`config.mk`:
```
export PLATFORM = sky130hd
export DESIGN_NAME = http_request_head_parser
export DESIGN_NICKNAME = d
export VERILOG_FILES = /design/src/design/hrhp_pkg.sv /design/src/design/hrhp_step.sv /design/src/design/http_request_head_parser.sv
export SDC_FILE = /design/constraint.sdc
export NUM_CORES = 1
export LEC_CHECK = 0
export ABC_AREA = 1
export BUFFER_PORTS_ARGS = -buffer_cell sky130_fd_sc_hd__buf_2
export CORE_AREA = 2 2 114 171
export DETAILED_ROUTE_END_ITERATION = 16
export DIE_AREA = 0 0 116 173
export GPL_TIMING_DRIVEN = 0
export PLACE_DENSITY = 0.72
export SETUP_SLACK_MARGIN = 0.1
export SYNTH_ARGS = -nofsm -noshare
export SYNTH_HDL_FRONTEND = slang
export SYNTH_SLANG_ARGS = --single-unit
```
`constraint.sdc`:
```
create_clock -name clk -period 3.1 [get_ports clk]
set_input_delay 0.31 -clock clk [delete_from_list [all_inputs] [get_ports clk]]
set_output_delay 0.31 -clock clk [all_outputs]
set_load 0.05 [all_outputs]
```
`src/design/hrhp_pkg.sv`:
```
// ----------------------------------------------------------------------------
// hrhp_pkg
// Types, codes and keyword tables shared by the request head parser.
// ----------------------------------------------------------------------------
package hrhp_pkg;

	localparam int BODY_W = 24;
	localparam int WIDE_W = 32;

	localparam logic [1:0] PH_REQ  = 2'd0;
	localparam logic [1:0] PH_HDR  = 2'd1;
	localparam logic [1:0] PH_BODY = 2'd2;

	localparam logic [2:0] ST_NAME     = 3'd0;
	localparam logic [2:0] ST_CONN_WS  = 3'd1;
	localparam logic [2:0] ST_CONN_VAL = 3'd2;
	localparam logic [2:0] ST_LEN_WS   = 3'd3;
	localparam logic [2:0] ST_LEN_DIG  = 3'd4;
	localparam logic [2:0] ST_SKIP     = 3'd5;
	localparam logic [2:0] ST_CONN_BAD = 3'd6;
	localparam logic [2:0] ST_LEN_NEG  = 3'd7;

	localparam logic [2:0] RQ_METHOD  = 3'd0;
	localparam logic [2:0] RQ_URL     = 3'd1;
	localparam logic [2:0] RQ_VERSION = 3'd2;
	localparam logic [2:0] RQ_FAIL    = 3'd7;

	localparam logic [7:0] CH_CR    = 8'h0d;
	localparam logic [7:0] CH_LF    = 8'h0a;
	localparam logic [7:0] CH_SP    = 8'h20;
	localparam logic [7:0] CH_TAB   = 8'h09;
	localparam logic [7:0] CH_VT    = 8'h0b;
	localparam logic [7:0] CH_FF    = 8'h0c;
	localparam logic [7:0] CH_PLUS  = 8'h2b;
	localparam logic [7:0] CH_MINUS = 8'h2d;
	localparam logic [7:0] CH_ZERO  = 8'h30;
	localparam logic [7:0] CH_NINE  = 8'h39;

	// keywords, lower case, left-justified in 16 characters
	localparam logic [127:0] KW_GET  = {"get", {13{8'h00}}};
	localparam logic [127:0] KW_VER  = {"http/1.1", {8{8'h00}}};
	localparam logic [127:0] KW_KEEP = {"keep-alive", {6{8'h00}}};
	localparam logic [127:0] KW_CONN = {"connection:", {5{8'h00}}};
	localparam logic [127:0] KW_CLEN = {"content-length:", 8'h00};
	localparam logic [127:0] KW_HOST = {"host:", {11{8'h00}}};

	localparam logic [4:0] LEN_GET  = 5'd3;
	localparam logic [4:0] LEN_VER  = 5'd8;
	localparam logic [4:0] LEN_KEEP = 5'd10;
	localparam logic [4:0] LEN_CONN = 5'd11;
	localparam logic [4:0] LEN_CLEN = 5'd15;
	localparam logic [4:0] LEN_HOST = 5'd5;

	typedef struct packed {
		logic [1:0] phase;
		logic [2:0] field_step;
		logic [4:0] match_pos;
		logic [2:0] match_alive;
		logic       cr_pending;
		logic       line_empty;
		logic       linger_flag;
	} ctl_t;

	localparam ctl_t CTL_INIT = '{
		phase:       PH_REQ,
		field_step:  3'd0,
		match_pos:   5'd0,
		match_alive: 3'b111,
		cr_pending:  1'b0,
		line_empty:  1'b1,
		linger_flag: 1'b0
	};

	function automatic logic [7:0] to_lower(logic [7:0] c);
		logic [7:0] r;
		r = c;
		if (c >= 8'h41 && c <= 8'h5a) begin
			r = c + 8'd32;
		end
		return r;
	endfunction

	function automatic logic kw_hit(logic [127:0] kw, logic [4:0] len, logic [4:0] pos,
			logic [7:0] lc);
		logic [3:0] p;
		p = pos[3:0];
		return (pos < len) && (lc == kw[{~p, 3'b111} -: 8]);
	endfunction

	function automatic logic is_blank(logic [7:0] c);
		return (c == CH_SP) || (c == CH_TAB);
	endfunction

	function automatic logic is_digit(logic [7:0] c);
		return (c >= CH_ZERO) && (c <= CH_NINE);
	endfunction

endpackage

```
`src/design/hrhp_step.sv`:
```
// ----------------------------------------------------------------------------
// hrhp_step
// Next-state logic of the parser for one accepted byte.
// ----------------------------------------------------------------------------
module hrhp_step
	import hrhp_pkg::*;
#(
	parameter int LENGTH_BITS = 24
) (
	input  ctl_t                   ctl,
	input  logic [LENGTH_BITS-1:0] length_value,
	input  logic [LENGTH_BITS-1:0] body_left,
	input  logic [7:0]             data_byte,
	output ctl_t                   ctl_d,
	output logic [LENGTH_BITS-1:0] length_d,
	output logic [LENGTH_BITS-1:0] left_d,
	output logic                   emit,
	output logic                   bad
);

	logic [7:0]             lc;
	logic [3:0]             digit;
	logic [LENGTH_BITS+3:0] prod;
	logic [LENGTH_BITS-1:0] left_dec;
	logic [2:0]             alive_n;
	logic [4:0]             pos_n;
	logic [4:0]             keep_pos;

	assign lc    = to_lower(data_byte);
	assign digit = data_byte[3:0];
	assign prod  = ({4'd0, length_value} << 3) + ({4'd0, length_value} << 1)
		+ (LENGTH_BITS+4)'(digit);
	assign left_dec = (body_left != '0) ? body_left - 1'b1 : '0;
	assign pos_n    = ctl.match_pos + 5'd1;
	assign keep_pos = (ctl.field_step == ST_CONN_WS) ? 5'd0 : ctl.match_pos;

	always_comb begin
		alive_n[0] = ctl.match_alive[0] && kw_hit(KW_CONN, LEN_CONN, ctl.match_pos, lc);
		alive_n[1] = ctl.match_alive[1] && kw_hit(KW_CLEN, LEN_CLEN, ctl.match_pos, lc);
		alive_n[2] = ctl.match_alive[2] && kw_hit(KW_HOST, LEN_HOST, ctl.match_pos, lc);
	end

	always_comb begin
		ctl_d    = ctl;
		length_d = length_value;
		left_d   = body_left;
		emit     = 1'b0;
		bad      = 1'b0;
		if (ctl.phase == PH_BODY) begin
			left_d = left_dec;
			emit   = (left_dec == '0);
		end else begin
			ctl_d.phase = (ctl.phase == PH_HDR) ? PH_HDR : PH_REQ;
			if (ctl.cr_pending) begin
				if (data_byte != CH_LF) begin
					emit = 1'b1;
					bad  = 1'b1;
				end else if (ctl_d.phase == PH_REQ) begin
					if (ctl.field_step == RQ_VERSION && ctl.match_pos == LEN_VER) begin
						ctl_d       = CTL_INIT;
						ctl_d.phase = PH_HDR;
						ctl_d.linger_flag = ctl.linger_flag;
					end else begin
						emit = 1'b1;
						bad  = 1'b1;
					end
				end else if (ctl.line_empty) begin
					if (length_value == '0) begin
						emit = 1'b1;
					end else begin
						ctl_d       = CTL_INIT;
						ctl_d.phase = PH_BODY;
						ctl_d.linger_flag = ctl.linger_flag;
						left_d      = length_value;
					end
				end else begin
					ctl_d       = CTL_INIT;
					ctl_d.phase = PH_HDR;
					ctl_d.linger_flag = ctl.linger_flag;
					if (ctl.field_step == ST_CONN_WS || ctl.field_step == ST_CONN_VAL ||
							ctl.field_step == ST_CONN_BAD) begin
						ctl_d.linger_flag = (ctl.field_step == ST_CONN_VAL) &&
							(ctl.match_pos == LEN_KEEP);
					end
				end
			end else if (data_byte == CH_CR) begin
				ctl_d.cr_pending = 1'b1;
			end else if (data_byte == CH_LF) begin
				emit = 1'b1;
				bad  = 1'b1;
			end else if (ctl_d.phase == PH_REQ) begin
				ctl_d.line_empty = 1'b0;
				unique case (ctl.field_step)
					RQ_METHOD: begin
						if (is_blank(data_byte)) begin
							ctl_d.field_step = (ctl.match_pos == LEN_GET) ? RQ_URL : RQ_FAIL;
						end else if (kw_hit(KW_GET, LEN_GET, ctl.match_pos, lc)) begin
							ctl_d.match_pos = pos_n;
						end else begin
							ctl_d.field_step = RQ_FAIL;
						end
					end
					RQ_URL: begin
						if (is_blank(data_byte)) begin
							ctl_d.field_step = RQ_VERSION;
							ctl_d.match_pos  = 5'd0;
						end
					end
					RQ_VERSION: begin
						if (kw_hit(KW_VER, LEN_VER, ctl.match_pos, lc)) begin
							ctl_d.match_pos = pos_n;
						end else begin
							ctl_d.field_step = RQ_FAIL;
						end
					end
					default: begin
						ctl_d.field_step = RQ_FAIL;
					end
				endcase
			end else begin
				ctl_d.line_empty = 1'b0;
				unique case (ctl.field_step)
					ST_NAME: begin
						ctl_d.match_alive = alive_n;
						ctl_d.match_pos   = pos_n;
						priority if (alive_n[0] && pos_n == LEN_CONN) begin
							ctl_d.field_step = ST_CONN_WS;
						end else if (alive_n[1] && pos_n == LEN_CLEN) begin
							ctl_d.field_step = ST_LEN_WS;
							length_d         = '0;
						end else if (alive_n[2] && pos_n == LEN_HOST) begin
							ctl_d.field_step = ST_SKIP;
						end else if (alive_n == 3'b000) begin
							ctl_d.field_step = ST_SKIP;
						end else begin
							ctl_d.field_step = ST_NAME;
						end
					end
					ST_CONN_WS, ST_CONN_VAL: begin
						if (ctl.field_step == ST_CONN_VAL || !is_blank(data_byte)) begin
							ctl_d.field_step = ST_CONN_VAL;
							if (kw_hit(KW_KEEP, LEN_KEEP, keep_pos, lc)) begin
								ctl_d.match_pos = keep_pos + 5'd1;
							end else begin
								ctl_d.match_pos  = keep_pos;
								ctl_d.field_step = ST_CONN_BAD;
							end
						end
					end
					ST_LEN_WS: begin
						priority if (is_blank(data_byte) || data_byte == CH_VT ||
								data_byte == CH_FF) begin
							ctl_d.field_step = ST_LEN_WS;
						end else if (data_byte == CH_PLUS) begin
							ctl_d.field_step = ST_LEN_DIG;
						end else if (data_byte == CH_MINUS) begin
							ctl_d.field_step = ST_LEN_NEG;
						end else if (is_digit(data_byte)) begin
							ctl_d.field_step = ST_LEN_DIG;
							length_d         = LENGTH_BITS'(digit);
						end else begin
							ctl_d.field_step = ST_SKIP;
						end
					end
					ST_LEN_DIG: begin
						if (is_digit(data_byte)) begin
							length_d = (prod[LENGTH_BITS+3:LENGTH_BITS] != 4'd0) ?
								'1 : prod[LENGTH_BITS-1:0];
						end else begin
							ctl_d.field_step = ST_SKIP;
						end
					end
					ST_LEN_NEG: begin
						if (!is_digit(data_byte)) begin
							ctl_d.field_step = ST_SKIP;
						end
					end
					default: begin
						ctl_d.field_step = ctl.field_step;
					end
				endcase
			end
		end
	end

endmodule

```
`src/design/http_request_head_parser.sv`:
```
// ----------------------------------------------------------------------------
// http_request_head_parser
// Byte-wide HTTP/1.1 GET request head parser with body byte counting.
// ----------------------------------------------------------------------------
// Takes one request byte per cycle on the req channel and gives one verdict
// per request on the res channel: complete (verdict 0, with the keep-alive flag
// and the saturated Content-Length) or bad (verdict 1, other fields zero). A
// byte is taken every cycle but for a stall; the parser state is updated in the
// cycle of the transaction and the verdict is held in a single output register,
// so the request side stalls only while a verdict waits and res_ready is low.
// After each verdict the parser starts over on the next request.
module http_request_head_parser
	import hrhp_pkg::*;
#(
	parameter int LENGTH_BITS = 24
) (
	input  logic              clk,
	input  logic              arst_n,
	input  logic              req_valid,
	output logic              req_ready,
	input  logic [7:0]        data_byte,
	output logic              res_valid,
	input  logic              res_ready,
	output logic              verdict,
	output logic              keep_alive,
	output logic [BODY_W-1:0] body_length
);

	ctl_t                   ctl_q;
	ctl_t                   ctl_d;
	logic [LENGTH_BITS-1:0] length_q;
	logic [LENGTH_BITS-1:0] length_d;
	logic [LENGTH_BITS-1:0] left_q;
	logic [LENGTH_BITS-1:0] left_d;
	logic                   emit;
	logic                   bad;
	logic                   fire;
	logic                   res_valid_q;
	logic                   verdict_q;
	logic                   keep_alive_q;
	logic [BODY_W-1:0]      body_length_q;
	logic [WIDE_W-1:0]      length_wide;

	assign req_ready   = !res_valid_q || res_ready;
	assign fire        = req_valid && req_ready;
	assign length_wide = WIDE_W'(length_q);

	hrhp_step #(
		.LENGTH_BITS (LENGTH_BITS)
	) u_step (
		.ctl          (ctl_q),
		.length_value (length_q),
		.body_left    (left_q),
		.data_byte    (data_byte),
		.ctl_d        (ctl_d),
		.length_d     (length_d),
		.left_d       (left_d),
		.emit         (emit),
		.bad          (bad)
	);

	always_ff @(posedge clk or negedge arst_n) begin
		if (!arst_n) begin
			ctl_q    <= CTL_INIT;
			length_q <= '0;
			left_q   <= '0;
		end else if (fire) begin
			if (emit) begin
				ctl_q    <= CTL_INIT;
				length_q <= '0;
				left_q   <= '0;
			end else begin
				ctl_q    <= ctl_d;
				length_q <= length_d;
				left_q   <= left_d;
			end
		end
	end

	always_ff @(posedge clk or negedge arst_n) begin
		if (!arst_n) begin
			res_valid_q <= 1'b0;
		end else if (fire && emit) begin
			res_valid_q <= 1'b1;
		end else if (res_ready) begin
			res_valid_q <= 1'b0;
		end
	end

	always_ff @(posedge clk) begin
		if (fire && emit) begin
			verdict_q     <= bad;
			keep_alive_q  <= !bad && ctl_q.linger_flag;
			body_length_q <= bad ? '0 : length_wide[BODY_W-1:0];
		end
	end

	assign res_valid   = res_valid_q;
	assign verdict     = verdict_q;
	assign keep_alive  = keep_alive_q;
	assign body_length = body_length_q;

`ifndef SYNTHESIS
	a_bad_clears_fields: assert property (@(posedge clk) disable iff (!arst_n)
		res_valid && verdict |-> !keep_alive && body_length == '0)
		else $error("bad verdict carries nonzero fields");

	a_restart_after_verdict: assert property (@(posedge clk) disable iff (!arst_n)
		fire && emit |=> ctl_q.phase == PH_REQ && ctl_q.line_empty && length_q == '0)
		else $error("parser did not restart after verdict");

	a_body_left_nonzero: assert property (@(posedge clk) disable iff (!arst_n)
		ctl_q.phase == PH_BODY |-> left_q != '0 && !ctl_q.cr_pending)
		else $error("body phase with nothing left to count");

	a_match_pos_bound: assert property (@(posedge clk) disable iff (!arst_n)
		ctl_q.match_pos <= LEN_CLEN)
		else $error("match position out of range");

	a_no_drop: assert property (@(posedge clk) disable iff (!arst_n)
		res_valid && !res_ready |-> !req_ready)
		else $error("transaction accepted while verdict is stalled");
`endif

endmodule
```
Yosys cells after proc, flatten, opt, wreduce, memory -nomap -nowiden
Cells that the tools add are included.
{ "word_totals": {"reg_bits": 91, "inputBits": 12, "output_inout_bits": 28, "elab_cells": 238} }
{ "classes": {"n_addsub": 6, "order_cmp": 10, "n_eq_ne": 62, "n_shift": 6, "mux": 84, "bitwise": 2, "reduce_logical": 55} }
{ "ops": {"columns": ["op", "n"], "rows": [
  ["$shiftx 135x8->8 const A", 6],
  ["$mux 24", 22],
  ["$mux 16", 7],
  ["$pmux 24 s3", 1],
  ["$eq 8x8->1", 6],
  ["$logic_not 24->1", 2],
  ["$mux 3", 15],
  ["$eq 8x4->1 const B", 5],
  ["$mux 8", 4],
  ["$add 27x25->28", 1],
  ["$add 28x4->28", 1],
  ["$reduce_and 14->1", 2],
  ["$ne 3x3->1 const B", 9],
  ["$mux 5", 5],
  ["$ne 5x5->1 const B", 5],
  ["$eq 8x6->1 const B", 3],
  ["$reduce_bool 24->1", 1],
  ["$sub 24x1->24 const B", 1],
  ["$mux 1", 22],
  ["$mux 11", 2],
  ["$eq 5x4->1 const B", 4],
  ["$lt 5x4->1 const B", 4],
  ["$logic_and 1x1->1", 19],
  ["$ne 3x2->1 const B", 6],
  ["other kinds (45)", 72]
]} }

Logic depth before layout (Yosys ltp)
{ "logic_depth": {"ltp_word": 18, "ltp_mapped": 23, "mapped_depth_nobuf": 21} }

Hierarchy
Synthesis repeated with hierarchy kept, for this count alone.
{ "unflattened": {"cells_unflattened": 1690, "hier_area_um2": 10400.0} }
{ "modules_own_cells": {"columns": ["mod", "instances", "cells_each", "area_per_inst_um2", "seq_area_each_um2"], "rows": [
  ["hrhp_step", 1, 1191, 6283.5, 0.0],
  ["http_request_head_parser", 1, 499, 4116.4, 2412.3]
]} }

Least setup slack after synthesis
OpenSTA, ideal clock, no wires.
{ "synth_timing": {"path_kind": "register -> register", "from": "reg left_q[0]", "to": "reg body_length_q[0] (netlist: body_length[0]), enable pin", "setup_ps": 409, "arrival_ps": 2833, "required_ps": 2691, "slack_ps": -142, "path_stages_with_launch": 15, "path_buffers": 0, "period_less_slack_ps": 3242, "path_cell_list": "dfrtp_1 > inv_1 > ha_1 > nand2_1 > inv_2 > nor2_1 > o21ai_0 > nand2_1 > nor2_1 > nand2_1 > nor2_1 > nand2_1 > nand2_2 > nand2_2 > nor2_1"} }
{ "synth_between": {"elab_chain_cells": 5, "elab_cells_between_ends": 6, "classes_between": "1 x add/sub; 2 x mux; 3 x reduce/logical"} }
{ "synth_lines": {"columns": ["item", "line", "text"], "rows": [
  ["start: declaration", "http_request_head_parser.sv:33", "logic [LENGTH_BITS-1:0] left_q;"],
  ["start signal: assignment", "http_request_head_parser.sv:75", "left_q <= left_d;"],
  ["$sub 24x1->24 / $reduce_bool 24->1 (equally long branches)", "hrhp_step.sv:33", "assign left_dec = (body_left != '0) ? body_left - 1'b1 : '0;"],
  ["$mux 24 *", "hrhp_step.sv:33", null],
  ["$logic_not 24->1 *", "hrhp_step.sv:51", "emit = (left_dec == '0);"],
  ["$mux 1 *", "hrhp_step.sv:49", "if (ctl.phase == PH_BODY) begin"],
  ["$logic_and 1x1->1 *", "http_request_head_parser.sv:91", "if (fire && emit) begin"],
  ["end signal: assignment", "http_request_head_parser.sv:94", "body_length_q <= bad ? '0 : length_wide[BODY_W-1:0];"],
  ["end: declaration", "http_request_head_parser.sv:41", "logic [BODY_W-1:0] body_length_q;"]
]} }
Mark *: on every way between the ends. The rest lies on a longest branch, timed or not.
A chain may end at the register's enable or synchronous reset.

Worst setup path after layout
{ "layout_timing": {"from": "reg length_q[17]", "to": "reg length_q[16]"} }
{ "layout_between": {"elab_chain_cells": 12, "elab_cells_between_ends": 33, "classes_between": "2 x add/sub; 12 x eq/ne; 15 x mux; 4 x reduce/logical"} }
{ "layout_lines": {"columns": ["item", "line", "text"], "rows": [
  ["start: declaration", "http_request_head_parser.sv:31", "logic [LENGTH_BITS-1:0] length_q;"],
  ["start signal: assignment", "http_request_head_parser.sv:74", "length_q <= length_d;"],
  ["$add 27x25->28", "hrhp_step.sv:31", "assign prod = ({4'd0, length_value} << 3) + ({4'd0, length_value} << 1)"],
  ["$add 28x4->28", "hrhp_step.sv:32", "+ (LENGTH_BITS+4)'(digit);"],
  ["$reduce_bool 4->1", "hrhp_step.sv:167", "length_d = (prod[LENGTH_BITS+3:LENGTH_BITS] != 4'd0) ?"],
  ["$mux 24", "hrhp_step.sv:167", null],
  ["$mux 24", "hrhp_step.sv:166", "if (is_digit(data_byte)) begin"],
  ["$pmux 24 s3", "hrhp_step.sv:122", "unique case (ctl.field_step)"],
  ["$mux 24", "hrhp_step.sv:91", "end else if (ctl_d.phase == PH_REQ) begin"],
  ["$mux 24", "hrhp_step.sv:88", "end else if (data_byte == CH_LF) begin"],
  ["$mux 24", "hrhp_step.sv:86", "end else if (data_byte == CH_CR) begin"],
  ["$mux 24", "hrhp_step.sv:54", "if (ctl.cr_pending) begin"],
  ["$mux 24", "hrhp_step.sv:49", null],
  ["$mux 24", "http_request_head_parser.sv:68", "if (emit) begin"]
]} }
Parallel ways exist; a longest one is shown, timed or not. The select of a mux whose other input is x is not followed.

==> summary.txt <==
Place
  • IO Port Bufs: 38
  • DPL Wire Length: 24800 um
  • Place WS: -0.613 ns
  • Placed inst area: 9670 um^2
  • Placer Congestion: 1.01

Timing
  • Max Slew Vio Count: 0
  • Final setup skew: 0.0135 ns
  • Final Hold Viols: 0
  • Final setup viols: 0
  • Slew HR: 0.388
  • FMAX: 323 MHz
  • Crit share post-route: 0.999
  • Fin worst setup slack: 0.00166 ns
  • Fin crit period: 3.10 ns
  • Worst Max-Slew Pin Slew: 0.914 ns
  • RSZ-0062 raised after global routing: yes

CTS
  • Clock sink count: 91
  • Reg clk slew, reported paths: 0.07 ns
  • Worst skew pair latency: 0.36 ns
  • CTS Buffer Depth: 2
  • Hold buffer count at cts: 0
  • Clk root buf: clkbuf_16
  • CTS tree: built
  • H-tree levels: 3
  • Num CTS Buffers: 9

Route
  • 1st-iter DRT viols: 643
  • Final ANT Viol Nets: 0
  • DRC: 0
  • DR vias/cell: 5.73
  • WL per Instance: 18.7 um
  • Final wirelength: 32500 um
  • Via count: 9922
  • Drt first pass iters: 5

Power
  • Sequential power share: 0.245
  • Switching Fraction: 0.484
  • Clk network pwr share: 0.167
  • Power density cells: 590 nW/um^2
  • Switch Pwr: 3160 uW
  • Comb power frac: 0.587
  • P_int: 3370 uW
  • Peak VDD IR: 0.459 mV
  • Leak pwr: 0.00503 uW

Critical path
  • Setup crit end kind: register
  • Critical path arrival: 3.33 ns
  • Worst path slowest cell: dfrtp_2
  • Critical path cell sequence: ha_1, ha_1, a21oi_1, o21ai_0, a21oi_1, nand3_2, xor2_2, nor2_4, nand2_8, o21ai_0, or2_4, o21ai_2
  • WS Path Type: register to register
  • Critical Path Max Stage Delay: 0.49 ns
  • CP required: 3.34 ns
  • CP Max Fanout: 6
  • Worst setup SP type: register

Synthesis
  • Synth area leader: dfrtp_1
  • Synthesized area per cell: 6.60 um^2
  • #FFs+latches synth: 91
  • Mux cell area share after synthesis: 0
  • Post-synth top area share: 0.167
  • Distinct cells, synth: 48
  • Seq/Total Area, Yosys: 0.263
  • Ys flop type: dfrtp_1
  • Top area cells in the synthesized netlist: dfrtp_1 17%, nand2_1 14%, ha_1 8.7%, edfxtp_1 8.5%, nand3_1 6.8%
  • Warnings, synthesis: 0
  • Syn Inst Count: 1389
  • Post-synthesis compound-gate area fraction: 0.154
  • Post-Syn Area: 9160 um^2
  • Synth Area in Adders: 0.0918
  • Syn nets: 1467
  • FFs w/ async S/R, synth: 0.714
  • XOR/XNOR share of the synthesized area: 0.0220
  • Count of flip-flops with a built-in enable after synthesis: 26
  • Main combinational cell family by area after synthesis: simple AND/OR/NAND/NOR gates
  • Post-synthesis simple-gate area fraction: 0.369

Die
  • FP Rows: 61
  • I/O pins: 40
  • Chip Width: 116 um
  • Core box area: 18500 um^2
  • Die area: 20100 um^2
  • Starting density of the core: 0.496
  • Die H: 173 um

Global route
  • Number of global-route vias before repair: 9875
  • First-pass GRT wire length: 50100 um
  • Grt ovf: 0
  • Overall Global Routing Usage: 0.323
  • Initial antenna violation count: 0
  • Largest net degree at the start of global routing: 66

Layout
  • Design area: 11100 um^2
  • Ant. Diodes: 0
  • Final nets: 1553
  • Layout cells sized above 1: 0.251
  • Area growth syn-to-layout: 20.7%
  • Fill count: 1810

Run status
  • Outcome: complete, no violations

Min path
  • Hold WC Path Type: input port to asynchronous set/reset pin

Job
  • Max_cap viols: 0
worst paths after layout:
| kind | start | endpoint | slack [ns] | cells past startpoint |
|---|---|---|---|---|
| worst max-delay path | length_q[17]$_DFFE_PN0P_ | length_q[16]$_DFFE_PN0P_ | 0.002 | 12 |
| worst min-delay path | arst_n | left_q[23]$_DFFE_PN0P_ | 0.07 | 1 |
| worst max register to register | length_q[17]$_DFFE_PN0P_ | length_q[16]$_DFFE_PN0P_ | 0.002 | 12 |
| worst min register to register | ctl_q[3]$_DFFE_PN1P_ | ctl_q[3]$_DFFE_PN1P_ | 0.47 | 2 |
| max in group asynchronous | arst_n | ctl_q[13]$_DFFE_PN0P_ | 2.38 | 1 |
| min in group clk | req_valid | res_valid$_DFFE_PN0P_ | 0.22 | 3 |
cell type report:
type                    count  area (um^2)  area share
inverters                 172          667      0.0603
plain buffers              44          345      0.0312
clock inverters             7         60.1     0.00543
multi-input cells        1083         6500       0.588
repair buffers             74          505      0.0457
clock buffers               9          225      0.0204
well taps                 252          315      0.0285
flip-flops and latches     91         2440       0.221
metrics by stage:
stage	setup TNS (ns)	power, uW	cells	util	hold WS, ns
global route	-0.0819	6930	1732	0.599	0.156
detailed placement	-45.38	4750	1679	0.524	0.466
CTS	0	6070	1707	0.560	0.105
global placement	-46.80	4720	1679	0.524	0.457
floorplan	0	3870	1389	-	0.0144
finish	0	6520	1732	0.599	0.0655
worst max-delay path, delay by kind of cell, from the launching register on:
family	cells	cell delay (ns)
compound gates	5	1.06
fa+ha+maj	2	0.67
simple gates	4	0.57
flops	1	0.49
xor+xnor	1	0.17
per-layer routing:
| layer | global-route usage | vias to the layer above | part of all wire |
|---|---|---|---|
| met5 | 0 | - | 0 |
| met4 | 0.251 | 0 | 0.093 |
| met3 | 0.0403 | 168 | 0.041 |
| met2 | 0.586 | 371 | 0.52 |
| met1 | 0.321 | 4591 | 0.34 |
| li1 | - | 4792 | - |
repair_timing:
action,CTS,global route
buffers inserted,10,21
pin swaps,9,54
cloned,2,4
setup endpoints to repair,116,90
gates resized for setup,94,138
power by group through the flow:
stage	logic, uW	clock network (uW)	registers, uW
CTS	3370	1100	1590
finish	3830	1090	1600
global placement	3090	0	1630
floorplan	2290	0	1580
detailed placement	3110	0	1630
global route	4180	1140	1610
flip-flops by register name, summed over array words and instances (netlist names):
name	count
length_q	24
left_q	24
verdict	1
res_valid	1
ctl_q	16
keep_alive	1
body_length	24
cell families after synthesis:
group / count (synthesis)
AOI/OAI and AO/OA: 237
xor gates and xnor gates: 23
adders and majority gates: 66
buffers and inverters: 216
DFF: 91
and+or+nand+nor: 756
cell usage after synthesis (15+ instances only):
master / n
inv_1: 151
nand2_2: 28
nand4_1: 30
o21ai_1: 23
nand3_1: 124
nor2_1: 158
buf_2: 16
o21ai_2: 23
ha_1: 64
a21oi_1: 64
inv_2: 16
dfrtp_1: 61
nand2_1: 335
edfxtp_1: 26
nor2_2: 18
o21ai_0: 78
o211ai_1: 15
clkbuf_1: 16
nor3_1: 22
xor2_1: 21
cell usage in the layout (no fill, tap or decap), types with 24 or more instances in the layout:
master	count
o21ai_0	57
inv_2	24
buf_4	40
o21ai_1	36
buf_2	46
dfrtp_1	39
ha_1	50
nor2_2	26
nand4_1	30
nor2_1	142
nand2_2	33
nand3_1	106
a21oi_1	51
o21ai_2	29
nand2_1	319
inv_1	140
edfxtp_1	26
No activity file was read; power rests on OpenSTA's default activity.
